File: config.mk
export PLATFORM = sky130hd
export DESIGN_NAME = life_automaton_generation_core_flat
export DESIGN_NICKNAME = d
export VERILOG_FILES = /design/src/design/life_pkg.sv /design/src/design/life_if.sv /design/src/design/life_automaton_generation_core.v.sv /design/src/flat_wrapper.sv
export SDC_FILE = /design/constraint.sdc
export NUM_CORES = 1
export LEC_CHECK = 0
export BUFFER_PORTS_ARGS = -buffer_cell sky130_fd_sc_hd__buf_2
export CAP_MARGIN = 20
export CORE_MARGIN = 2
export CORE_UTILIZATION = 40
export CTS_BUF_LIST = sky130_fd_sc_hd__clkbuf_8
export DETAILED_ROUTE_END_ITERATION = 8
export SYNTH_ARGS = -nofsm -noshare
export SYNTH_HDL_FRONTEND = slang
export SYNTH_SLANG_ARGS = --single-unit
File: constraint.sdc
create_clock -name clk -period 9.4 [get_ports clk]
set_clock_uncertainty 0.15 [all_clocks]
set_input_delay 0.47 -clock clk [delete_from_list [all_inputs] [get_ports clk]]
set_output_delay 0.47 -clock clk [all_outputs]
set_load 0.05 [all_outputs]
File: src/design/life_pkg.sv
package life_pkg;

  // Largest board side the line buffers hold
  localparam int MAX_SIDE = 50;

  // Width of the size registers and positions
  localparam int SIDE_W = 6;
  localparam int IDX_W  = $clog2(MAX_SIDE);
  // One beat can release up to two row results plus a whole dead bottom row
  localparam int CNT_W  = $clog2(MAX_SIDE + 3);
  localparam int CFG_IDX_W = 2;

  typedef logic [SIDE_W-1:0] side_t;
  typedef logic [CNT_W-1:0]  cnt_t;

  localparam side_t SIDE_LO = side_t'(3);
  localparam side_t SIDE_HI = side_t'(MAX_SIDE);

  typedef enum logic [CFG_IDX_W-1:0] {
    REG_ROW_COUNT    = 2'd0,
    REG_COLUMN_COUNT = 2'd1
  } reg_index_t;

  // Run of result beats released by one input cell: the first carries
  // alive, the rest are dead, the last one closes the frame if frame_end
  typedef struct packed {
    logic alive;
    logic frame_end;
    cnt_t count;
  } burst_t;

endpackage

File: src/design/life_if.sv
interface life_cell_if import life_pkg::*; ();
  logic valid;
  logic ready;
  logic cell_alive;

  modport source (output valid, output cell_alive, input ready);
  modport sink (input valid, input cell_alive, output ready);
endinterface

interface life_result_if import life_pkg::*; ();
  logic valid;
  logic ready;
  logic next_alive;
  logic frame_last;

  modport source (output valid, output next_alive, output frame_last, input ready);
  modport sink (input valid, input next_alive, input frame_last, output ready);
endinterface

interface life_cfg_if import life_pkg::*; ();
  logic                 valid;
  logic                 ready;
  logic [CFG_IDX_W-1:0] index;
  side_t                data;

  modport source (output valid, output index, output data, input ready);
  modport sink (input valid, input index, input data, output ready);
endinterface

File: src/design/life_automaton_generation_core.v.sv
// Result beats leave a registered burst queue: head first, then tail.
// Throughput: one cell per cycle while the tail is free; a row's last column
// adds one result beat, the board's last cell one per column (dead bottom row).
// Reset (rst, synchronous): sizes go to 50, position to row 0 column 0, window
// and line buffer contents read as zero (valid bits cleared at once, no sweep).
module life_automaton_generation_core import life_pkg::*; (
  input logic           clk,
  input logic           rst,
  life_cell_if.sink     cells,
  life_result_if.source results,
  life_cfg_if.sink      cfg
);

  // Size registers and their clamped working values
  side_t row_count;
  side_t column_count;
  side_t rows;
  side_t cols;

  // Raster position of the next input cell
  side_t row_position;
  side_t column_position;
  side_t row_next;
  side_t column_next;

  // Line buffer: bit 0 is the row above, bit 1 the row two above
  logic [1:0]          line_mem [MAX_SIDE];
  logic [MAX_SIDE-1:0] line_valid;
  logic [1:0]          line_rd;
  logic [IDX_W-1:0]    wr_idx;
  logic [IDX_W-1:0]    rd_idx;

  logic [8:0] window_bits;
  logic [8:0] window_next;

  logic cfg_fire;
  logic in_fire;
  logic out_fire;
  logic col_last;
  logic row_last;
  logic final_cell;
  logic cell_next;
  logic head_done;

  // Two-deep burst queue: head drives the result port, tail waits
  burst_t head;
  burst_t tail;
  burst_t head_next;
  burst_t tail_next;
  burst_t fresh;

  function automatic side_t clamp_side(input side_t v);
    side_t r;
    r = v;
    if (v < SIDE_LO) r = SIDE_LO;
    if (v > SIDE_HI) r = SIDE_HI;
    return r;
  endfunction

  // B3/S23 on a 3x3 window, center at bit 4
  function automatic logic life_rule(input logic [8:0] w);
    logic [3:0] n;
    logic       r;
    n = '0;
    for (int i = 0; i < 9; i++) begin
      if (i != 4) n = n + 4'(w[i]);
    end
    r = 1'b0;
    if (n == 4'd3) r = 1'b1;
    if (n == 4'd2) r = w[4];
    return r;
  endfunction

  assign rows = clamp_side(row_count);
  assign cols = clamp_side(column_count);

  assign cfg.ready = 1'b1;
  assign cfg_fire  = cfg.valid & cfg.ready;

  // Accept while the waiting slot is free, even if the head beat is stalled
  assign cells.ready = (tail.count == '0);
  assign in_fire     = cells.valid & cells.ready;

  assign results.valid      = (head.count != '0);
  assign results.next_alive = head.alive;
  assign results.frame_last = head.frame_end & (head.count == cnt_t'(1));
  assign out_fire           = results.valid & results.ready;

  // Window shifts one column left; the new column is top, mid, incoming cell
  assign window_next = {window_bits[5:0], cells.cell_alive, line_rd[0], line_rd[1]};

  assign col_last   = (column_position == cols - side_t'(1));
  assign row_last   = (row_position == rows - side_t'(1));
  assign final_cell = row_last & col_last;

  // Border cells die: only a window that is fully inside the board counts
  assign cell_next = (row_position >= side_t'(2)) && (column_position >= side_t'(2))
                     ? life_rule(window_next) : 1'b0;

  always_comb begin
    fresh.alive     = cell_next;
    fresh.frame_end = final_cell;
    if (row_position == '0) begin
      fresh.count = '0;
    end else if (column_position == '0) begin
      fresh.count = cnt_t'(1);
    end else begin
      fresh.count = cnt_t'(1) + cnt_t'(col_last) + (final_cell ? cnt_t'(cols) : '0);
    end
  end

  // Next raster position; a size write restarts the frame
  always_comb begin
    row_next    = row_position;
    column_next = column_position;
    if (cfg_fire) begin
      row_next    = '0;
      column_next = '0;
    end else if (in_fire) begin
      if (final_cell) begin
        row_next    = '0;
        column_next = '0;
      end else if (col_last) begin
        row_next    = row_position + side_t'(1);
        column_next = '0;
      end else begin
        column_next = column_position + side_t'(1);
      end
    end
  end

  always_ff @(posedge clk) begin
    if (rst) begin
      row_count       <= SIDE_HI;
      column_count    <= SIDE_HI;
      row_position    <= '0;
      column_position <= '0;
    end else begin
      if (cfg_fire) begin
        case (cfg.index)
          REG_ROW_COUNT:    row_count    <= cfg.data;
          REG_COLUMN_COUNT: column_count <= cfg.data;
          default: ;
        endcase
      end
      row_position    <= row_next;
      column_position <= column_next;
    end
  end

  always_ff @(posedge clk) begin
    if (rst) begin
      window_bits <= '0;
    end else if (in_fire) begin
      window_bits <= window_next;
    end
  end

  // Line buffer: write the column just used, prefetch the next column so the
  // read data is registered and ready when the next beat lands
  assign wr_idx = column_position[IDX_W-1:0];
  assign rd_idx = column_next[IDX_W-1:0];

  always_ff @(posedge clk) begin
    if (in_fire) begin
      line_mem[wr_idx] <= {line_rd[0], cells.cell_alive};
    end
  end

  always_ff @(posedge clk) begin
    if (rst) begin
      line_valid <= '0;
    end else if (in_fire) begin
      line_valid[wr_idx] <= 1'b1;
    end
  end

  always_ff @(posedge clk) begin
    if (rst) begin
      line_rd <= '0;
    end else if (in_fire && (wr_idx == rd_idx)) begin
      line_rd <= {line_rd[0], cells.cell_alive};
    end else if (line_valid[rd_idx]) begin
      line_rd <= line_mem[rd_idx];
    end else begin
      line_rd <= '0;
    end
  end

  // Burst queue: drain the head one beat at a time, promote the tail
  assign head_done = (head.count == '0) || ((head.count == cnt_t'(1)) && out_fire);

  always_comb begin
    head_next = head;
    tail_next = tail;
    if (head_done) begin
      if (tail.count != '0) begin
        head_next       = tail;
        tail_next.count = '0;
      end else if (in_fire) begin
        head_next = fresh;
      end else begin
        head_next.count = '0;
      end
    end else begin
      if (out_fire) begin
        head_next.count = head.count - cnt_t'(1);
        head_next.alive = 1'b0;
      end
      if (in_fire) begin
        tail_next = fresh;
      end
    end
  end

  always_ff @(posedge clk) begin
    if (rst) begin
      head <= '0;
      tail <= '0;
    end else begin
      head <= head_next;
      tail <= tail_next;
    end
  end

  // Prefetched line data always matches the buffer at the current column
  a_line_prefetch: assert property (@(posedge clk) disable iff (rst)
    line_rd == (line_valid[column_position[IDX_W-1:0]]
                ? line_mem[column_position[IDX_W-1:0]] : 2'b00))
    else $error("line buffer prefetch out of step with position");

  // A waiting burst never sits behind an empty head
  a_queue_order: assert property (@(posedge clk) disable iff (rst)
    (tail.count != '0) |-> (head.count != '0))
    else $error("burst queue tail held with empty head");

  // The frame-closing beat is a border cell and therefore dead
  a_last_dead: assert property (@(posedge clk) disable iff (rst)
    (results.valid && results.frame_last) |-> !results.next_alive)
    else $error("frame_last beat carries a live cell");

  // The last cell of the board wraps the raster position
  a_frame_wrap: assert property (@(posedge clk) disable iff (rst)
    (in_fire && final_cell && !cfg_fire) |=> (row_position == '0 && column_position == '0))
    else $error("position did not wrap after the final cell");

endmodule

File: src/flat_wrapper.sv
// flat-port wrapper written by rule: the top's interface ports become plain ports
module life_automaton_generation_core_flat import life_pkg::*;
  (clk, rst, cells_valid, cells_cell_alive, cells_ready, results_valid, results_next_alive, results_frame_last, results_ready, cfg_valid, cfg_index, cfg_data, cfg_ready);
  life_cell_if cells_i ();
  life_result_if results_i ();
  life_cfg_if cfg_i ();
  input logic clk;
  input logic rst;
  input wire logic [$bits(cells_i.valid)-1:0] cells_valid;
  input wire logic [$bits(cells_i.cell_alive)-1:0] cells_cell_alive;
  output wire logic [$bits(cells_i.ready)-1:0] cells_ready;
  output wire logic [$bits(results_i.valid)-1:0] results_valid;
  output wire logic [$bits(results_i.next_alive)-1:0] results_next_alive;
  output wire logic [$bits(results_i.frame_last)-1:0] results_frame_last;
  input wire logic [$bits(results_i.ready)-1:0] results_ready;
  input wire logic [$bits(cfg_i.valid)-1:0] cfg_valid;
  input wire logic [$bits(cfg_i.index)-1:0] cfg_index;
  input wire logic [$bits(cfg_i.data)-1:0] cfg_data;
  output wire logic [$bits(cfg_i.ready)-1:0] cfg_ready;
  assign cells_i.valid = cells_valid;
  assign cells_i.cell_alive = cells_cell_alive;
  assign cells_ready = cells_i.ready;
  assign results_valid = results_i.valid;
  assign results_next_alive = results_i.next_alive;
  assign results_frame_last = results_i.frame_last;
  assign results_i.ready = results_ready;
  assign cfg_i.valid = cfg_valid;
  assign cfg_i.index = cfg_index;
  assign cfg_i.data = cfg_data;
  assign cfg_ready = cfg_i.ready;
  life_automaton_generation_core u_core (.clk(clk), .rst(rst), .cells(cells_i), .results(results_i), .cfg(cfg_i));
endmodule
==> flow_summary_export.csv <==
group,metric,value,unit
run_status,status,"finished, final reports clean",
place,routabilityCongestion,0.922,
cts,path_clk_slew,0.10,ns
synthesis,postSynth.asyncResetShare,0,
cts,cts_buffers,17,
timing,max_clock_freq,181,MHz
timing,drv_slew,0,
timing,setup_tns,0,ns
cts,clkSinkCount,198,
cells_and_area,seqCellArea,4970,um2
power,power_density,171,nW/um2
routing,drc,0,
timing,max_slew_margin,0.218,
cts,cts_setup_buffers,0,
cts,cts_max_path_buffers,2,
cells_and_area,final_nets,1085,
cts,cts-resized-gates,0,
global_route,grt_util_all_layers,0.229,
timing,tightest_slew,1.17,ns
cts,h-tree-depth,4,
power,leakagePower,3.71,nW
cts,cts_tree,"built",
place,place_area,10300,um2
global_route,grt_max_degree,57,
synthesis,synth_edf_count,100,
routing,final_antenna_net_count,0,
cts,cts.root.buffer_cell,"clkbuf_8",
synthesis,ys_types,79,
cells_and_area,diodes,0,
place,dp_hpwl,19700,um
floorplan,die_w,162,um
cts,clk_latency,0.49,ns
synthesis,yosys_warnings,0,
cells_and_area,area_growth,7.80,%
routing,wirelength,29800,um
synthesis,syn-mean-instance-area,9.28,um2
floorplan,die_y,162,um
cells_and_area,final_area,10700,um2
critical_path,worstSetupPathType,"flop to flop",
power,vdd_drop_max,0.193,mV
global_route,antenna_found_initial,0,
routing,via_count,8310,
critical_path,crit_arrival,5.76,ns
timing,fin_ws,3.87,ns
global_route,grt_pass1_vias,7825,
global_route,grt_pass1_wl,46000,um
timing,hold_viol,0,
synthesis,netlist_area,9950,um2
routing,vias_per_cell,5.99,
cells_and_area,final_common_cell,"nor2_1",
cells_and_area,multi_input_area,4580,um2
timing,setup_viol,0,
routing,drt_iter0_markers,1094,
floorplan,io_pins,19,
timing,post-route-period-util,0.588,
cells_and_area,drive_gt1_frac,0.0771,
critical_path,start_kind,"flop",
job,drv_cap,0,
floorplan,rows,57,
critical_path,critPathMaxFanout,24,
timing,rsz0062_at_grt,"no",
cells_and_area,fillers,2383,
min_path,hold_path.class,"primary input to flop",
place,port_buffers,17,
place,dpl_worst_slack,3.94,ns
critical_path,endpoint_kind,"flop",
critical_path,crit_required,9.63,ns
synthesis,syn_inst,1072,
cts,cts_hold_buffers,0,
floorplan,initial_utilization,0.408,
synthesis,ys_ff_latch,198,
timing,fin_crit,5.53,ns
global_route,grt-ovfl-total,0,
floorplan,dieArea,26200,um2
routing,dr.pass1.iters,6,
routing,wl_per_cell,21.5,um
synthesis,synthesis.nets,1106,
synthesis,synth-main-ff-cell,"edfxtp_1",
cells_and_area,mostFrequentLayoutCells,"202 x nor2_1, 100 x edfxtp_1, 97 x dfxtp_1",
synthesis,synth_seq_area_share,0.499,
floorplan,core-area,24400,um2
## state kept, by name (all words and copies together), names as in the netlist
register	cells
u_core.results.next_alive	1
u_core.row_position	6
u_core.head	7
u_core.line_mem	100
u_core.column_count	6
u_core.column_position	6
u_core.tail	8
u_core.line_valid	50
u_core.line_rd	2
u_core.row_count	6
u_core.window_bits	6
## synthesized netlist by cell type (8+ instances only)
library cell	instances	share of area
nor2_1	203	0.077
edfxtp_1	100	0.30
dfxtp_1	98	0.20
nand2_1	68	0.026
a21oi_1	64	0.032
clkbuf_1	56	0.021
o21ai_0	44	0.022
nor3_1	35	0.018
o22ai_1	33	0.021
nand3_1	29	0.015
inv_1	24	0.0091
mux2i_1	18	0.018
ha_1	15	0.019
or3_1	13	0.0082
a22oi_1	12	0.0091
xnor2_1	12	0.011
nand4_1	11	0.0069
o211ai_1	11	0.0083
nor4_1	10	0.0063
o21a_1	10	0.0075
buf_2	9	0.0045
o221ai_1	9	0.0079
xor2_1	9	0.0079
a211o_1	8	0.0070
a31oi_1	8	0.0050
o31ai_1	8	0.0060
## metrics by stage
stage	utilization	hold WS (ns)	power [mW]	std cells
after floorplan	-	0.282	1.18	1072
after global placement	0.421	0.293	1.25	1355
after detailed placement	0.421	0.293	1.25	1355
after CTS	0.439	0.0573	1.84	1387
after global routing	0.440	0.0709	1.91	1388
final	0.440	0.0698	1.83	1388
## layer usage
layer / GRT usage / wire length, um
met2: 0.350 / 13100
met1: 0.314 / 13100
met4: 0.0961 / 1280
met3: 0.0521 / 2250
met5: 0 / 0
## worst paths after layout
kind                                             start             endpoint  slack (ns)  depth (start not counted)
worst max-delay path            u_core.column_count[5]       u_core.head[5]        3.87                         17
worst min-delay path                       cfg_data[5]  u_core.row_count[5]        0.07                          2
worst max register to register  u_core.column_count[5]       u_core.head[5]        3.87                         17
worst min register to register          u_core.tail[6]       u_core.tail[6]        0.31                          2
## worst max-delay path, stage by stage, from the launching register on
cell and delay [ns]:
dfxtp_1 0.58, nor4_1 0.15, a311oi_2 0.74, ha_1 0.34
xor2_1 0.19, xnor2_1 0.16, nand3_1 0.14, or4_1 0.61
buf_4 0.29, or4_1 0.63, nor2_1 0.21, ha_1 0.27
a21o_1 0.20, a41o_1 0.24, a21oi_1 0.24, a21oi_1 0.10
o21bai_1 0.14, a21oi_1 0.05
## cell families after synthesis
logic type	Yosys count	share of synthesized area
flops	198	0.499
buf+inv	102	0.0407
xor+xnor	21	0.0185
mux	20	0.0204
fa+ha+maj	20	0.0289
compound gates	292	0.201
other cells	1	0.000377
simple gates	418	0.191
## cell type report
| cell class | instances | area share |
|---|---|---|
| Inverter | 28 | 0.00980 |
| Timing Repair Buffer | 34 | 0.0198 |
| Tap cell | 324 | 0.0378 |
| Clock buffer | 18 | 0.0231 |
| Multi-Input combinational cell | 772 | 0.427 |
| Sequential cell | 198 | 0.463 |
| Clock inverter | 14 | 0.0192 |
## power breakdown
group / internal (mW) / switching, mW
registers: 0.924 / 0.0209
logic: 0.0981 / 0.195
clock network: 0.239 / 0.355
No activity file was read; power rests on OpenSTA's default activity.
